## src/hdl/qhd_pkg.sv

```systemverilog
// Shared types, character codes and helpers for the quoted hex-escape decoder.
// No dependencies; imported by qhd_decode, qhd_emit, the top level and the testbench.
package qhd_pkg;

	localparam int SPACE_W = 5;

	localparam logic [7:0] CH_QUOTE = 8'h22;
	localparam logic [7:0] CH_SPACE = 8'h20;
	localparam logic [7:0] CH_BSLASH = 8'h5C;
	localparam logic [7:0] CH_X = 8'h78;
	localparam logic [7:0] CH_ZERO = 8'h30;
	localparam logic [7:0] CH_NINE = 8'h39;
	localparam logic [7:0] CH_UP_A = 8'h41;
	localparam logic [7:0] CH_UP_F = 8'h46;
	localparam logic [7:0] CH_LO_A = 8'h61;
	localparam logic [7:0] CH_LO_F = 8'h66;

	// escape prefix progress
	localparam logic [1:0] ESC_NONE = 2'd0;
	localparam logic [1:0] ESC_BSLASH = 2'd1;
	localparam logic [1:0] ESC_X = 2'd2;
	localparam logic [1:0] ESC_DIGIT = 2'd3;

	// one decoded hex digit
	typedef struct packed {
		logic       ok;
		logic [3:0] val;
		logic       low;
	} hex_t;

	// results caused by one input byte, in emission order:
	// broken prefix, quote, spaces, literal byte, trailing prefix, end marker.
	// Prefix masks: bit 0 backslash, bit 1 x, bit 2 held hex digit.
	typedef struct packed {
		logic [2:0]         pa;
		logic [3:0]         pa_nib;
		logic               pa_low;
		logic               quote;
		logic [SPACE_W-1:0] spaces;
		logic               lit;
		logic [7:0]         lit_byte;
		logic [2:0]         pb;
		logic [3:0]         pb_nib;
		logic               pb_low;
		logic               mark;
		logic               last;
	} job_t;

	// decoder state seen from outside
	typedef struct packed {
		logic               at_start;
		logic               clean;
		logic [SPACE_W-1:0] spaces;
	} dec_status_t;

	// emitter occupancy
	typedef struct packed {
		logic busy;
		logic out_full;
	} emit_status_t;

	function automatic hex_t hex_value(input logic [7:0] b);
		hex_t h;
		h = '0;
		if (b >= CH_ZERO && b <= CH_NINE) begin
			h.ok = 1'b1;
			h.val = 4'(b - CH_ZERO);
		end else if (b >= CH_UP_A && b <= CH_UP_F) begin
			h.ok = 1'b1;
			h.val = 4'(b - CH_UP_A + 8'd10);
		end else if (b >= CH_LO_A && b <= CH_LO_F) begin
			h.ok = 1'b1;
			h.val = 4'(b - CH_LO_A + 8'd10);
			h.low = 1'b1;
		end
		return h;
	endfunction

	function automatic logic [7:0] hex_char(input logic [3:0] v, input logic low);
		logic [7:0] r;
		if (v < 4'd10) r = CH_ZERO + {4'h0, v};
		else r = (low ? CH_LO_A : CH_UP_A) + {4'h0, v} - 8'd10;
		return r;
	endfunction

	function automatic logic prefix_mask_bit(input logic [1:0] stage, input logic [1:0] pos);
		return stage > pos;
	endfunction

	function automatic logic [2:0] prefix_mask(input logic [1:0] stage);
		return {prefix_mask_bit(stage, 2'd2), prefix_mask_bit(stage, 2'd1),
			prefix_mask_bit(stage, 2'd0)};
	endfunction

	function automatic logic job_empty(input job_t j);
		return j.pa == 3'b000 && !j.quote && j.spaces == '0 && !j.lit &&
			j.pb == 3'b000 && !j.mark;
	endfunction

endpackage

```

## src/hdl/qhd_decode.sv

```systemverilog
// Decoder state and per-byte decision: builds the result job for one input byte.
// Depends on qhd_pkg.
module qhd_decode import qhd_pkg::*; #(
	parameter int MAX_HELD_SPACES = 16
) (
	input  logic        clk,
	input  logic        arst_n,
	input  logic        take,
	input  logic [7:0]  in_byte,
	input  logic        in_last,
	output job_t        job,
	output dec_status_t status
);

	logic               at_start_q;
	logic [1:0]         esc_q;
	logic [3:0]         nib_q;
	logic               low_q;
	logic               quote_q;
	logic [SPACE_W-1:0] spaces_q;

	logic               at_start_d;
	logic [1:0]         esc_d;
	logic [3:0]         nib_d;
	logic               low_d;
	logic               quote_d;
	logic [SPACE_W-1:0] spaces_d;
	hex_t               hx;
	logic               consumed;

	// decide results and next state for the presented byte
	always_comb begin
		hx = hex_value(in_byte);
		job = '0;
		at_start_d = 1'b0;
		esc_d = esc_q;
		nib_d = nib_q;
		low_d = low_q;
		quote_d = quote_q;
		spaces_d = spaces_q;
		consumed = (esc_q == ESC_BSLASH && in_byte == CH_X) ||
			(esc_q == ESC_X && hx.ok) || (esc_q == ESC_DIGIT && hx.ok);

		if (at_start_q && in_byte == CH_QUOTE) begin
			// drop the opening quote
		end else if (consumed) begin
			unique case (esc_q)
				ESC_BSLASH: esc_d = ESC_X;
				ESC_X: begin
					esc_d = ESC_DIGIT;
					nib_d = hx.val;
					low_d = hx.low;
				end
				default: begin
					job.lit = 1'b1;
					job.lit_byte = {nib_q, hx.val};
					esc_d = ESC_NONE;
					nib_d = 4'h0;
					low_d = 1'b0;
				end
			endcase
		end else begin
			// flush a broken prefix, then treat the byte as plain text
			job.pa = prefix_mask(esc_q);
			job.pa_nib = nib_q;
			job.pa_low = low_q;
			esc_d = ESC_NONE;
			if (in_byte == CH_SPACE) begin
				if (spaces_q >= SPACE_W'(MAX_HELD_SPACES)) begin
					job.quote = quote_q;
					job.spaces = spaces_q;
					quote_d = 1'b0;
					spaces_d = SPACE_W'(1);
				end else begin
					spaces_d = spaces_q + SPACE_W'(1);
				end
			end else begin
				job.quote = quote_q;
				job.spaces = spaces_q;
				quote_d = 1'b0;
				spaces_d = '0;
				if (in_byte == CH_QUOTE) begin
					quote_d = 1'b1;
				end else if (in_byte == CH_BSLASH) begin
					esc_d = ESC_BSLASH;
				end else begin
					job.lit = 1'b1;
					job.lit_byte = in_byte;
				end
			end
		end

		// end of value: flush the prefix, drop trailing quote and spaces
		if (in_last) begin
			job.pb = prefix_mask(esc_d);
			job.pb_nib = nib_d;
			job.pb_low = low_d;
			job.last = 1'b1;
			job.mark = job_empty(job);
			at_start_d = 1'b1;
			esc_d = ESC_NONE;
			nib_d = 4'h0;
			low_d = 1'b0;
			quote_d = 1'b0;
			spaces_d = '0;
		end
	end

	// advance state on each input transfer
	always_ff @(posedge clk or negedge arst_n) begin
		if (!arst_n) begin
			at_start_q <= 1'b1;
			esc_q <= ESC_NONE;
			nib_q <= 4'h0;
			low_q <= 1'b0;
			quote_q <= 1'b0;
			spaces_q <= '0;
		end else if (take) begin
			at_start_q <= at_start_d;
			esc_q <= esc_d;
			nib_q <= nib_d;
			low_q <= low_d;
			quote_q <= quote_d;
			spaces_q <= spaces_d;
		end
	end

	assign status.at_start = at_start_q;
	assign status.clean = esc_q == ESC_NONE && !quote_q && spaces_q == '0;
	assign status.spaces = spaces_q;

endmodule

```

## src/hdl/qhd_emit.sv

```systemverilog
// Job register and output register: drains one job as a run of result bytes.
// Depends on qhd_pkg.
module qhd_emit import qhd_pkg::*; (
	input  logic         clk,
	input  logic         arst_n,
	input  logic         load,
	input  job_t         job_in,
	output logic         slot_free,
	output emit_status_t status,
	output logic         out_valid,
	input  logic         out_ready,
	output logic [7:0]   out_byte,
	output logic         byte_valid,
	output logic         out_last
);

	job_t       job_s1;
	logic       job_vld_q;
	job_t       nxt;
	logic [7:0] item_byte;
	logic       item_vld;
	logic       rest_empty;
	logic       adv;
	logic       out_vld_q;
	logic [7:0] out_byte_q;
	logic       byte_vld_q;
	logic       out_last_q;

	assign adv = !out_vld_q || out_ready;

	// pick the next result of the held job and strip it off
	always_comb begin
		nxt = job_s1;
		item_byte = 8'h00;
		item_vld = 1'b1;
		priority if (job_s1.pa[0]) begin
			item_byte = CH_BSLASH;
			nxt.pa[0] = 1'b0;
		end else if (job_s1.pa[1]) begin
			item_byte = CH_X;
			nxt.pa[1] = 1'b0;
		end else if (job_s1.pa[2]) begin
			item_byte = hex_char(job_s1.pa_nib, job_s1.pa_low);
			nxt.pa[2] = 1'b0;
		end else if (job_s1.quote) begin
			item_byte = CH_QUOTE;
			nxt.quote = 1'b0;
		end else if (job_s1.spaces != '0) begin
			item_byte = CH_SPACE;
			nxt.spaces = job_s1.spaces - SPACE_W'(1);
		end else if (job_s1.lit) begin
			item_byte = job_s1.lit_byte;
			nxt.lit = 1'b0;
		end else if (job_s1.pb[0]) begin
			item_byte = CH_BSLASH;
			nxt.pb[0] = 1'b0;
		end else if (job_s1.pb[1]) begin
			item_byte = CH_X;
			nxt.pb[1] = 1'b0;
		end else if (job_s1.pb[2]) begin
			item_byte = hex_char(job_s1.pb_nib, job_s1.pb_low);
			nxt.pb[2] = 1'b0;
		end else begin
			// bare end marker
			item_vld = 1'b0;
			nxt.mark = 1'b0;
		end
		rest_empty = job_empty(nxt);
	end

	assign slot_free = !job_vld_q || (adv && rest_empty);

	// control: job occupancy and output valid
	always_ff @(posedge clk or negedge arst_n) begin
		if (!arst_n) begin
			job_vld_q <= 1'b0;
			out_vld_q <= 1'b0;
		end else begin
			if (adv) out_vld_q <= job_vld_q;
			if (load) job_vld_q <= 1'b1;
			else if (job_vld_q && adv && rest_empty) job_vld_q <= 1'b0;
		end
	end

	// payload: job contents and output byte
	always_ff @(posedge clk) begin
		if (adv && job_vld_q) begin
			out_byte_q <= item_byte;
			byte_vld_q <= item_vld;
			out_last_q <= job_s1.last && rest_empty;
		end
		if (load) job_s1 <= job_in;
		else if (adv && job_vld_q) job_s1 <= nxt;
	end

	assign out_valid = out_vld_q;
	assign out_byte = out_byte_q;
	assign byte_valid = byte_vld_q;
	assign out_last = out_last_q;
	assign status.busy = job_vld_q;
	assign status.out_full = out_vld_q;

endmodule

```

## src/hdl/quoted_hex_escape_decoder.sv

```systemverilog
// Top level of the quoted hex-escape decoder: decoder state plus result emitter.
// Depends on qhd_pkg, qhd_decode and qhd_emit.
//
// Decodes a quoted text value fed one byte per transfer, in_last on its final byte.
// An opening quote is dropped, a closing quote followed only by spaces is dropped
// with those spaces, and each backslash-x-hex-hex sequence becomes one byte; broken
// sequences pass through literally. Every input byte is decided in the cycle it is
// accepted. Unless the output stalls, bytes that yield at most one result are taken
// at one byte per cycle, and the single job register drains one result per cycle into
// the output register. A byte releasing held bytes (a quote and up to MAX_HELD_SPACES
// spaces before it, or a broken escape prefix) yields up to MAX_HELD_SPACES+2 results
// and holds off input until they drain. Bytes that yield nothing (held spaces, quotes,
// escape prefixes) are absorbed without touching the job register. A value that
// yields no byte at all ends with a bare marker (byte_valid low).
module quoted_hex_escape_decoder import qhd_pkg::*; #(
	parameter int MAX_HELD_SPACES = 16
) (
	input  logic       clk,
	input  logic       arst_n,
	input  logic       in_valid,
	output logic       in_ready,
	input  logic [7:0] in_byte,
	input  logic       in_last,
	output logic       out_valid,
	input  logic       out_ready,
	output logic [7:0] out_byte,
	output logic       byte_valid,
	output logic       out_last
);

	logic         take;
	job_t         job;
	dec_status_t  dec_st;
	emit_status_t emit_st;
	logic         slot_free;

	assign in_ready = slot_free;
	assign take = in_valid && in_ready;

	qhd_decode #(
		.MAX_HELD_SPACES(MAX_HELD_SPACES)
	) u_decode (
		.clk(clk),
		.arst_n(arst_n),
		.take(take),
		.in_byte(in_byte),
		.in_last(in_last),
		.job(job),
		.status(dec_st)
	);

	// queue only transfers that produce at least one result
	qhd_emit u_emit (
		.clk(clk),
		.arst_n(arst_n),
		.load(take && !job_empty(job)),
		.job_in(job),
		.slot_free(slot_free),
		.status(emit_st),
		.out_valid(out_valid),
		.out_ready(out_ready),
		.out_byte(out_byte),
		.byte_valid(byte_valid),
		.out_last(out_last)
	);

	// an empty job slot always takes input
	a_ready_when_idle: assert property (@(posedge clk) disable iff (!arst_n)
		!emit_st.busy |-> in_ready)
		else $error("input stalled with no pending job");

	// a bare end marker closes a value
	a_marker_last: assert property (@(posedge clk) disable iff (!arst_n)
		out_valid && !byte_valid |-> out_last)
		else $error("end marker without last flag");

	// the end of a value returns the decoder to its start state
	a_last_resets: assert property (@(posedge clk) disable iff (!arst_n)
		take && in_last |=> dec_st.at_start && dec_st.clean)
		else $error("state not cleared after last byte");

	// held space count stays within its limit
	a_space_bound: assert property (@(posedge clk) disable iff (!arst_n)
		dec_st.spaces <= SPACE_W'(MAX_HELD_SPACES))
		else $error("held spaces exceed limit");

	// a stalled result holds its payload
	a_out_hold: assert property (@(posedge clk) disable iff (!arst_n)
		emit_st.out_full && !out_ready |=> emit_st.out_full && $stable(out_byte) &&
			$stable(byte_valid) && $stable(out_last))
		else $error("result changed while stalled");

endmodule

```

## config.mk

```make
export PLATFORM = sky130hd
export DESIGN_NAME = quoted_hex_escape_decoder
export DESIGN_NICKNAME = d
export VERILOG_FILES = /design/src/hdl/qhd_pkg.sv /design/src/hdl/qhd_decode.sv /design/src/hdl/qhd_emit.sv /design/src/hdl/quoted_hex_escape_decoder.sv
export SDC_FILE = /design/constraint.sdc
export NUM_CORES = 1
export LEC_CHECK = 0
export BUFFER_PORTS_ARGS = -buffer_cell sky130_fd_sc_hd__buf_2
export CORE_MARGIN = 2
export CORE_UTILIZATION = 50
export DETAILED_ROUTE_END_ITERATION = 6
export GPL_TIMING_DRIVEN = 0
export PLACE_DENSITY_LB_ADDON = 0.3
export SLEW_MARGIN = 20
export SYNTH_ARGS = -nofsm -noshare
export SYNTH_HDL_FRONTEND = slang
export SYNTH_SLANG_ARGS = --single-unit
export TNS_END_PERCENT = 5
```

## constraint.sdc

```tcl
create_clock -name clk -period 3.4 [get_ports clk]
set_clock_uncertainty 0.1 [all_clocks]
set_input_delay 0.68 -clock clk [delete_from_list [all_inputs] [get_ports clk]]
set_output_delay 0.68 -clock clk [all_outputs]
set_load 0.02 [all_outputs]
```

# == Yosys cells after proc, flatten, opt, wreduce, memory -nomap -nowiden ==
# Cells that the tools add are included.
# totals
regBits,59
wordCells,198
# op_classes
addsub,13
n_lt_le_gt_ge,15
n_eq_ne,10
mux,84
reduce_logical,52
# op_table
op,count
$mux 8,9
$mux 33,2
$mux 9,5
$mux 6,7
$mux 5,8
$mux 1,29
$logic_and 1x1->1,24
$mux 23,1
$mux 7,3
$mux 3,6
$add 8x4->8,2
$eq 8x6->1 const B,2
$eq 8x7->1 const B,2
$ge 8x7->1 const B,2
$le 8x7->1 const B,2
$sub 8x4->8 const B,2
$logic_not 3->1,5
$add 6x4->7 const A,2
$mux 14,1
$mux 2,6
$mux 4,3
$sub 4x1->4 const B,3
$logic_not 5->1,2
$mux 10,1
24 further kinds,45

# == Logic depth before layout (Yosys ltp) ==
# Gate-level depths: netlist (run 1).
# depth
word_depth,22
ltp_mapped,11
ltp_nobuf,10

# == Hierarchy ==
# A second synthesis (run 1) with hierarchy kept.
# hier_totals
cells_unflattened,473
hier_area_um2,4276.6
# by_module_without_submodules
mod,instances,cells_per_inst,area_per_inst_um2
qhd_emit,1,225,2413.6
qhd_decode,1,242,1821.7
quoted_hex_escape_decoder,1,6,41.3

# == Worst setup path after synthesis (run 1) ==
# OpenSTA, ideal clock, no wires.
# synth_timing
kind,input to register
from,input port in_byte[3]
to,register u_emit.job_s1[18] (netlist name) (enable)
setup_ps,286
arrival_ps,2777
t_required_ps,3014
setup_slack_ps,237
stages,9
path_buffers,1
cell_sequence,clkbuf_1 or4_1 or3_1 o41ai_1 a22oi_1 or2_4 nand2_4 inv_2 or2_2
# synth_between
elab_chain_len,21
elab_cells_between_ends,54
cone_classes,order compare: 9; eq/ne: 4; mux: 16; reduce/logical: 25
# synth_rtl
item,line,source
start: declaration,quoted_hex_escape_decoder.sv:22,"input logic [7:0] in_byte,"
"parallel branches: the longest is 17 deep, another holds $ge 8x7->1",--,
$logic_and 1x1->1 (*),qhd_pkg.sv:97,j.pb == 3'b000 && !j.mark;
$logic_not 1->1 (*),quoted_hex_escape_decoder.sv:56,".load(take && !job_empty(job)),"
$logic_and 1x1->1 (*),quoted_hex_escape_decoder.sv:56,
$reduce_bool 2->1 (no source line) (*),--,
end signal: assignment,qhd_emit.sv:92,if (load) job_s1 <= job_in;
end signal: assignment,qhd_emit.sv:93,else if (adv && job_vld_q) job_s1 <= nxt;
end: declaration,qhd_emit.sv:17,job_t job_s1;
# Every way passes the cells marked *.
# A chain may end at the register's enable or synchronous reset.

# == Worst setup path after layout (run 1) ==
# layout_timing
from,register u_emit.job_s1[19] (netlist name)
to,output port in_ready
# layout_between
elab_chain_len,13
elab_cells_between_ends,28
cone_classes,add/sub: 1; mux: 16; reduce/logical: 11
# layout_rtl
item,line,source
$sub 5x1->5 or $reduce_bool 5->1 (tied branches),"qhd_emit.sv:50, qhd_emit.sv:48",
$mux 5,qhd_emit.sv:48,end else if (job_s1.spaces != '0) begin
$mux 6,qhd_emit.sv:45,end else if (job_s1.quote) begin
$mux 7,qhd_emit.sv:42,end else if (job_s1.pa[2]) begin
$mux 7,qhd_emit.sv:39,end else if (job_s1.pa[1]) begin
$mux 7,qhd_emit.sv:36,priority if (job_s1.pa[0]) begin
$logic_not 5->1,qhd_pkg.sv:96,return j.pa == 3'b000 && !j.quote && j.spaces == '0 && !j.lit &&
$logic_and 1x1->1 (3 in series),qhd_pkg.sv:96,
$logic_and 1x1->1 (*),qhd_pkg.sv:97,
$logic_and 1x1->1 (*),qhd_emit.sv:71,assign slot_free = !job_vld_q || (adv && rest_empty);
$logic_or 1x1->1 (*),qhd_emit.sv:71,
end: declaration,quoted_hex_escape_decoder.sv:21,"output logic in_ready,"
# Every way passes the cells marked *; elsewhere a longest branch is shown, timed or not.

==> flow_summary.ini, run 1 <==
[status]
status = finished, final reports clean

[critical_path]
slowest_stage = or4b_4
end_kind = primary output
worstPathRequired_ps = 2620
rrSetupSlack_ps = 220
reg2reg_depth = 11
reg2reg_from = u_emit.job_s1[19]
worstSetupPathType = reg2out
r2r-end = u_emit.job_s1[9]
slowest_delay_ps = 500
crit_buf_inv = 2
startpoint_type = flip-flop
cp_max_fo = 6
critPathTopFamily = simple AND/OR/NAND/NOR gates
crit_chain = inv_2, ha_4, or4b_4, and3_1, o32ai_2, o21ai_2, nor2_2, a21bo_2, buf_2
cp.arrival_ps = 2510

[detailed_routing]
via_count = 3249
drtPass1Iterations = 5
via_per_inst = 5.94
drtIter0Drc = 213
wl_per_cell_um = 16.9
drcViolationCount = 0
ant_nets = 0
wirelength_um = 9230

[pwr]
power_density_nw_per_um2 = 592
swShare_pct = 35.5
power_frac_clock_pct = 25.7
seq_power_share_pct = 42.2
p_leak_nw = 1.66
intPower_mw = 1.67
power_frac_comb_pct = 32.1
p_switching_mw = 0.918
ir_drop_mv = 0.293

[sta]
whs_ps = 155
rsz0062_at_grt = no
period_share_pct = 96.7
maxSlewViolCount = 0
period_minus_slack_ps = 3290
relSlewSlack_pct = 51.8
finalHoldViolCount = 0
worstMarginPinSlew_ps = 722
fmax_ghz = 0.304
setup_viol = 0
fin_tns_setup_ps = 0
layout_setup_ws_ps = 113

[layout]
final_cells = 547
seqCellArea_sq_um = 1690
final_util_pct = 57.4
drive_above_1_share_pct = 16.0
antenna_cells = 0
fillerInstances = 656
multi_input_area_sq_um = 2030
nNetsFinal = 467
area_growth_pct = 13.3

[logic_synthesis]
ys_warn_count = 0
yosysMostFrequentCell = nor2_1
synth_edf_count = 43
ys_seq_elements = 59
synth_top_cell_area_share_pct = 33.5
syn_inst = 405
synth_cell_types = 68
async_flop_share_pct = 27.1
synth_fa_ha_area_share_pct = 5.06
synth_top_cells_by_count = nor2_1, edfxtp_1, nand2_1
synthMuxAreaShare_pct = 3.18
yosys.area_share.simple_pct = 23.3
synth_xor_area_share_pct = 1.59
synth_top_area_cell = edfxtp_1
yosysSeqAreaShare_pct = 43.9
yosys-top-cells-area = edfxtp_1, dfrtp_1, ha_1
synth-main-ff-cell = edfxtp_1
syn-num-nets = 432
syn-mean-instance-area_sq_um = 9.52
synth_compound_area_share_pct = 18.2
netlist_area_sq_um = 3850
synth_top_family_by_area = simple AND/OR/NAND/NOR gates

[clock_network]
clockRootBuffer = clkbuf_8
clkSinkCount = 59
tritoncts = done
holdBufCountCts = 0
numCtsBuffers = 9
clockBufferDepth = 2
clk_pin_slew_worst_paths_ps = 70
htreeDepth = 3
worstSkewPairLatency_ps = 340

[placement]
dp_slack_ps = -346
portBuffers = 20
dp.cells = 527
detailed_place_hpwl_um = 6690
gp_congestion = 0.972

[floorplan]
die_x_um = 91.8
core_sq_um = 7610
pin_count = 25
start_util_pct = 50.7
die_area_sq_um = 8430
die_h_um = 91.8
rows = 32

[grt]
grt_max_degree = 29
first_global_vias = 3121
grt.overflow.total = 0
grt_pass1_wl_um = 15300
groute.usage.overall_pct = 22.9
antenna_found_initial = 0

[flow_run]
cap_violations = 0

[worst_hold_path]
hold_class = in2async
-- worst max-delay path by stage --
| stage | startpoint | to | slack, ps | depth (start not counted) |
|---|---|---|---|---|
| floorplan | in_byte[3] | u_emit.job_s1[18] | 240 | 9 |
| global placement | in_byte[0] | u_emit.job_s1[9] | -310 | 11 |
| detailed placement | in_byte[0] | u_emit.job_s1[7] | -350 | 11 |
| CTS | in_byte[0] | u_emit.job_s1[18] | 4 | 11 |
| global route | u_emit.job_s1[19] | in_ready | 4 | 9 |
| finish | u_emit.job_s1[19] | in_ready | 110 | 9 |
-- metal layers --
metal / wire [um] / vias up / GRT usage [%] / share of wire, %
met3: 553 / 25 / 4.35 / 6.0
met5: 0 / - / 0 / 0
met1: 4160 / 1513 / 30.5 / 45
met2: 4280 / 141 / 36.2 / 46
li1: - / 1570 / - / -
met4: 238 / 0 / 10.8 / 2.6
-- per-stage QoR --
step                      power, mW  area (sq um)
final                          2.59          4370
after global routing           2.74          4370
after CTS                      2.55          4320
after detailed placement       1.86          4080
after global placement         1.83          4080
after floorplan                1.65          3850
-- power groups by stage --
stage	registers (mW)	clock network, mW	logic, mW
finish	1.09	0.665	0.830
global route	1.11	0.702	0.924
floorplan	1.08	0	0.564
CTS	1.08	0.666	0.805
detailed placement	1.10	0	0.763
global placement	1.09	0	0.740
-- flip-flops by register name, summed over array words and instances, names as in the netlist --
name                 flops
u_decode.at_start_q      1
u_decode.esc_q           2
u_decode.low_q           1
u_decode.nib_q           4
u_decode.quote_q         1
u_decode.spaces_q        5
u_emit.byte_valid        1
u_emit.job_s1           33
u_emit.job_vld_q         1
u_emit.out_byte          8
u_emit.out_last          1
u_emit.out_valid         1
-- cell families after synthesis --
logic type / count (synthesis)
and+or+nand+nor: 171
AOI/OAI and AO/OA: 100
muxes: 12
DFF: 59
xor gates and xnor gates: 7
adders and majority gates: 16
buffers and inverters: 40
-- layout make-up --
cell class,count,area share [%]
plain buffers,16,2.09
clock buffers,12,3.55
clock inverters,4,1.12
inverters,24,2.06
multi-input cells,306,46.5
flip-flops and latches,59,38.7
well taps,102,2.92
repair buffers,24,2.98
-- placed cells by master, fill, tap and decap left out, types with 13 or more instances in the layout --
cell      netlist  final
ha_1           14     13
edfxtp_1       43     43
buf_2           1     21
inv_1          23     21
nor2_1         44     43
a21oi_1        17     17
nand3_1        18     18
o21ai_0        22     22
dfrtp_1        15     15
nand2_1        33     33
-- worst register-to-register path: stages (launching register included) --
cell,delay (ps)
edfxtp_1,400
inv_2,110
ha_4,170
or4b_4,500
and3_1,210
o32ai_2,220
o21ai_2,130
o31ai_4,360
nand2_4,120
inv_2,210
buf_6,290
o32ai_2,110
-- timing repair --
item / in CTS / in global routing
resized for setup: 3 / 8
hold endpoints to repair: 0 / 0
setup endpoints to repair: 43 / 43
setup buffers: 2 / 2
pin swaps: 1 / 2
Note: power is estimated with default switching activity, not from simulation.
==> inputs of run 2 (changes only) <==
--- a/config.mk
+++ b/config.mk
@@ -6,11 +6,13 @@
 export NUM_CORES = 1
 export LEC_CHECK = 0
 export BUFFER_PORTS_ARGS = -buffer_cell sky130_fd_sc_hd__buf_2
+export CAP_MARGIN = 20
 export CORE_MARGIN = 2
 export CORE_UTILIZATION = 50
 export DETAILED_ROUTE_END_ITERATION = 6
 export GPL_TIMING_DRIVEN = 0
 export PLACE_DENSITY_LB_ADDON = 0.3
+export RECOVER_POWER = 25
 export SLEW_MARGIN = 20
 export SYNTH_ARGS = -nofsm -noshare
 export SYNTH_HDL_FRONTEND = slang
==> flow_summary.ini, run 2 (same netlist as run 1, synthesis figures left out) <==
[layout]
fillerInstances = 658
final_cells = 547
area_growth_pct = 13.1
largest_register_ffs = 33
drive_above_1_share_pct = 14.6
nNetsFinal = 467
antenna_cells = 0
final_cell_mix = nor2_1, edfxtp_1, nand2_1
final_area_sq_um = 4360
final_util_pct = 57.3
largest-register = u_emit.job_s1

[sta]
fmax_ghz = 0.304
relSlewSlack_pct = 37.3
maxSlewViolCount = 0
finalHoldViolCount = 0
setup_viol = 0
rsz0062_at_grt = no
fin_tns_setup_ps = 0
period_minus_slack_ps = 3290
period_share_pct = 96.7
worstMarginPinSlew_ps = 941

[detailed_routing]
via_per_inst = 5.96
drtPass1Iterations = 5
wirelength_um = 9210
wl_per_cell_um = 16.8
via_count = 3261
ant_nets = 0
drtIter0Drc = 219
drcViolationCount = 0

[critical_path]
startpoint_type = flip-flop
rrSetupSlack_ps = 210
cp_max_fo = 6
slowest_stage = or4b_4
worstPathRequired_ps = 2620
end_kind = primary output
slowest_delay_ps = 500
cp.arrival_ps = 2510
crit_chain = inv_2, ha_4, or4b_4, and3_1, o32ai_2, o21ai_2, nor2_2, a21bo_2, buf_2
worstSetupPathType = reg2out

[placement]
detailed_place_hpwl_um = 6690
portBuffers = 20
placed_area_sq_um = 4080
dp.cells = 527
gp_congestion = 0.972

[clock_network]
worstSkewPairLatency_ps = 340
holdBufCountCts = 0
tritoncts = done
numCtsBuffers = 9
clockRootBuffer = clkbuf_8
clk_pin_slew_worst_paths_ps = 60
htreeDepth = 3
clkSinkCount = 59
clockBufferDepth = 2

[floorplan]
pin_count = 25
die_area_sq_um = 8430
core_sq_um = 7610
die_h_um = 91.8
rows = 32
die_x_um = 91.8
start_util_pct = 50.7

[pwr]
p_leak_nw = 1.65
totalPowerFinal_mw = 2.58
power_density_nw_per_um2 = 592
ir_drop_mv = 0.293

[status]
status = finished, final reports clean

[grt]
antenna_found_initial = 0
first_global_vias = 3121
grt_max_degree = 29
grt.overflow.total = 0
grt_pass1_wl_um = 15300
groute.usage.overall_pct = 22.9

[flow_run]
cap_violations = 0

[worst_hold_path]
hold_class = in2async
==> run 2: cell types whose count changed in the layout (fill, tap and decap cells not counted), sizes merged <==
| cell | delta |
|---|---|
| buf | -6 |
| clkbuf | +6 |
==> run 2: metrics by stage <==
step	setup slack, ps	hold WS, ps
2_1_floorplan	237	284
3_5_place_dp	-346	390
6_report	111	359
5_1_grt	3.51	414
3_3_place_gp	-306	381
4_1_cts	4.43	164
==> run 2: cell type report <==
type	count	area [sq um]	share of cell area [%]
Multi-Input combinational cell	306	2030	46.6
Sequential cell	59	1690	38.8
Clock buffer	12	155	3.56
Tap cell	102	128	2.93
Timing Repair Buffer	24	123	2.81
Buffer	16	91.3	2.09
Inverter	24	90.1	2.07
Clock inverter	4	48.8	1.12
==> run 2: timing repair <==
| item | in CTS | in global routing |
|---|---|---|
| setup endpoints to repair | 43 | 43 |
| pin swaps | 1 | 2 |
| setup buffers | 2 | 2 |
| gates resized for setup | 3 | 8 |
==> run 2: worst paths after layout <==
| kind | from | end | cells past startpoint |
|---|---|---|---|
| max in group asynchronous | arst_n | u_decode.nib_q[3] | 1 |
| max | u_emit.job_s1[19] | in_ready | 9 |
| max reg2reg | u_emit.job_s1[19] | u_emit.job_s1[9] | 11 |
| min reg2reg | u_decode.at_start_q | u_decode.at_start_q | 2 |
| min | arst_n | u_emit.job_vld_q | 1 |
| min in group clk | u_decode.at_start_q | u_decode.at_start_q | 2 |
==> run 2: layer usage <==
metal | routed length, um | GRT usage, % | vias to the layer above
met1 | 4070 | 30.5 | 1529
li1 | - | - | 1569
met4 | 219 | 10.8 | 0
met5 | 0 | 0 | -
met2 | 4350 | 36.2 | 140
met3 | 568 | 4.35 | 23
==> run 2: critical path: cells and delay by family, from the launching register on <==
kind                     cells  cell delay, ps
flip-flops                   1             400
adder cells (fa/ha/maj)      1             170
buffers and inverters        2             260
AO/OA/AOI/OAI                3             490
AND/OR/NAND/NOR              3             850
==> run 2: report_power, final <==
group          internal, mW  switching (mW)
sequential            0.949           0.145
combinational         0.341           0.483
clock                 0.377           0.285
total                  1.67           0.913
==> inputs of run 3 (changes only) <==
==> constraint.sdc (replaced) <==
create_clock -name clk -period 4 [get_ports clk]
set_clock_uncertainty 0.1 [all_clocks]
set_input_delay 0.8 -clock clk [delete_from_list [all_inputs] [get_ports clk]]
set_output_delay 0.8 -clock clk [all_outputs]
set_load 0.02 [all_outputs]
==> flow_summary.ini, run 3 (same netlist as run 1, synthesis figures left out) <==
[critical_path]
cp_max_fo = 6
end_kind = primary output
cp.arrival_ps = 2750
worstSetupPathType = reg2out
worstPathRequired_ps = 3100
startpoint_type = flip-flop

[flow_run]
cap_violations = 0

[pwr]
power_density_nw_per_um2 = 502
p_leak_nw = 1.63
swShare_pct = 35.4
intPower_mw = 1.39
power_frac_comb_pct = 30.6
power_frac_clock_pct = 26.2
ir_drop_mv = 0.246
seq_power_share_pct = 43.2
p_switching_mw = 0.761

[layout]
nNetsFinal = 463
drive_above_1_share_pct = 12.2
final_cells = 543
largest-register = u_emit.job_s1
fillerInstances = 659
final_area_sq_um = 4290
final_cell_mix = nor2_1, edfxtp_1, nand2_1
antenna_cells = 0
final_common_cell = nor2_1
area_growth_pct = 11.2
largest_register_ffs = 33

[floorplan]
die_x_um = 91.8
die_area_sq_um = 8430
start_util_pct = 50.7
rows = 32
die_h_um = 91.8
core_sq_um = 7610
pin_count = 25

[clock_network]
post_cts_buffers = 0
clk_pin_slew_worst_paths_ps = 70
numCtsBuffers = 9
clkSinkCount = 59
tritoncts = done
clockRootBuffer = clkbuf_8
worstSkewPairLatency_ps = 340
clockBufferDepth = 2
htreeDepth = 3

[placement]
dp.cells = 527
gp_congestion = 0.972
placed_area_sq_um = 4080
detailed_place_hpwl_um = 6690
portBuffers = 20

[detailed_routing]
via_count = 3235
drtPass1Iterations = 5
drtIter0Drc = 211
met1_length_um = 4120
wl_met2_um = 4290
drcViolationCount = 0
ant_nets = 0
wirelength_um = 9150
via_per_inst = 5.96
met3_length_um = 494
dr.max_layer_used = met4
wl_per_cell_um = 16.8

[sta]
relSlewSlack_pct = 37.2
worstMarginPinSlew_ps = 942
fmax_ghz = 0.274
finalHoldViolCount = 0
maxSlewViolCount = 0
rsz0062_at_grt = no
period_minus_slack_ps = 3650
fin_tns_setup_ps = 0
setup_viol = 0
whs_ps = 394
period_share_pct = 91.2

[grt]
grt_pass1_wl_um = 15200
grt.overflow.total = 0
groute.usage.overall_pct = 22.8
first_global_vias = 3096
antenna_found_initial = 0
grt_max_degree = 29

[worst_hold_path]
hold_class = reg2reg

[status]
status = finished, final reports clean
[run 3: cell types whose count changed in the layout (fill, tap and decap cells not counted), sizes merged]
cell  change
buf       -4
[run 3: metal layers]
metal | track usage, % | vias up
met5 | 0 | -
met4 | 10.8 | 0
met3 | 4.35 | 24
met2 | 35.9 | 122
met1 | 30.3 | 1526
li1 | - | 1563
[run 3: worst max-delay path: stages, from the launching register on]
cell and delay, ps:
edfxtp_1 430, inv_1 120, ha_1 250, or4b_4 530, and3_1 200, o32ai_1 210
o21ai_1 180, nor2_1 180, a21bo_2 150, buf_2 150
[run 3: area by class of cell]
type                    instances  area, sq um  area share [%]
multi-input cells             306         1990            46.4
flip-flops and latches         59         1690            39.5
clock buffers                  12          155            3.62
well taps                     102          128            2.98
repair buffers                 20         92.6            2.16
plain buffers                  16         91.3            2.13
inverters                      24         90.1            2.10
clock inverters                 4         48.8            1.14
[run 3: timing repair]
item,4_1_cts,5_1_grt
endpoints found under the setup margin,0,1
gates resized for setup,0,1
hold buffers,0,0
[run 3: stage by stage]
| step | setup WS (ps) | utilization [%] | power (mW) |
|---|---|---|---|
| 6_report | 354 | 56.4 | 2.15 |
| 3_3_place_gp | 174 | 53.7 | 1.56 |
| 4_1_cts | 194 | 56.3 | 2.14 |
| 2_1_floorplan | 717 | - | 1.40 |
| 3_5_place_dp | 134 | 53.7 | 1.58 |
| 5_1_grt | 168 | 56.4 | 2.28 |
[run 3: path summary, 6_finish.rpt]
check,from,endpoint,slack [ps],depth (start not counted)
worst max-delay path,u_emit.job_s1[19],in_ready,350,9
max in group asynchronous,arst_n,u_decode.nib_q[3],2740,1
worst max register to register,u_emit.job_s1[19],u_emit.job_s1[18],510,10
worst min-delay path,u_decode.at_start_q,u_decode.at_start_q,390,2
worst min register to register,u_decode.at_start_q,u_decode.at_start_q,390,2
min in group asynchronous,arst_n,u_emit.job_vld_q,480,1
[run 3: power by group through the flow]
stage,logic (mW),clock network [mW],registers [mW]
global placement,0.629,0,0.929
floorplan,0.480,0,0.921
global route,0.738,0.596,0.944
finish,0.658,0.564,0.930
detailed placement,0.649,0,0.935
CTS,0.653,0.566,0.923
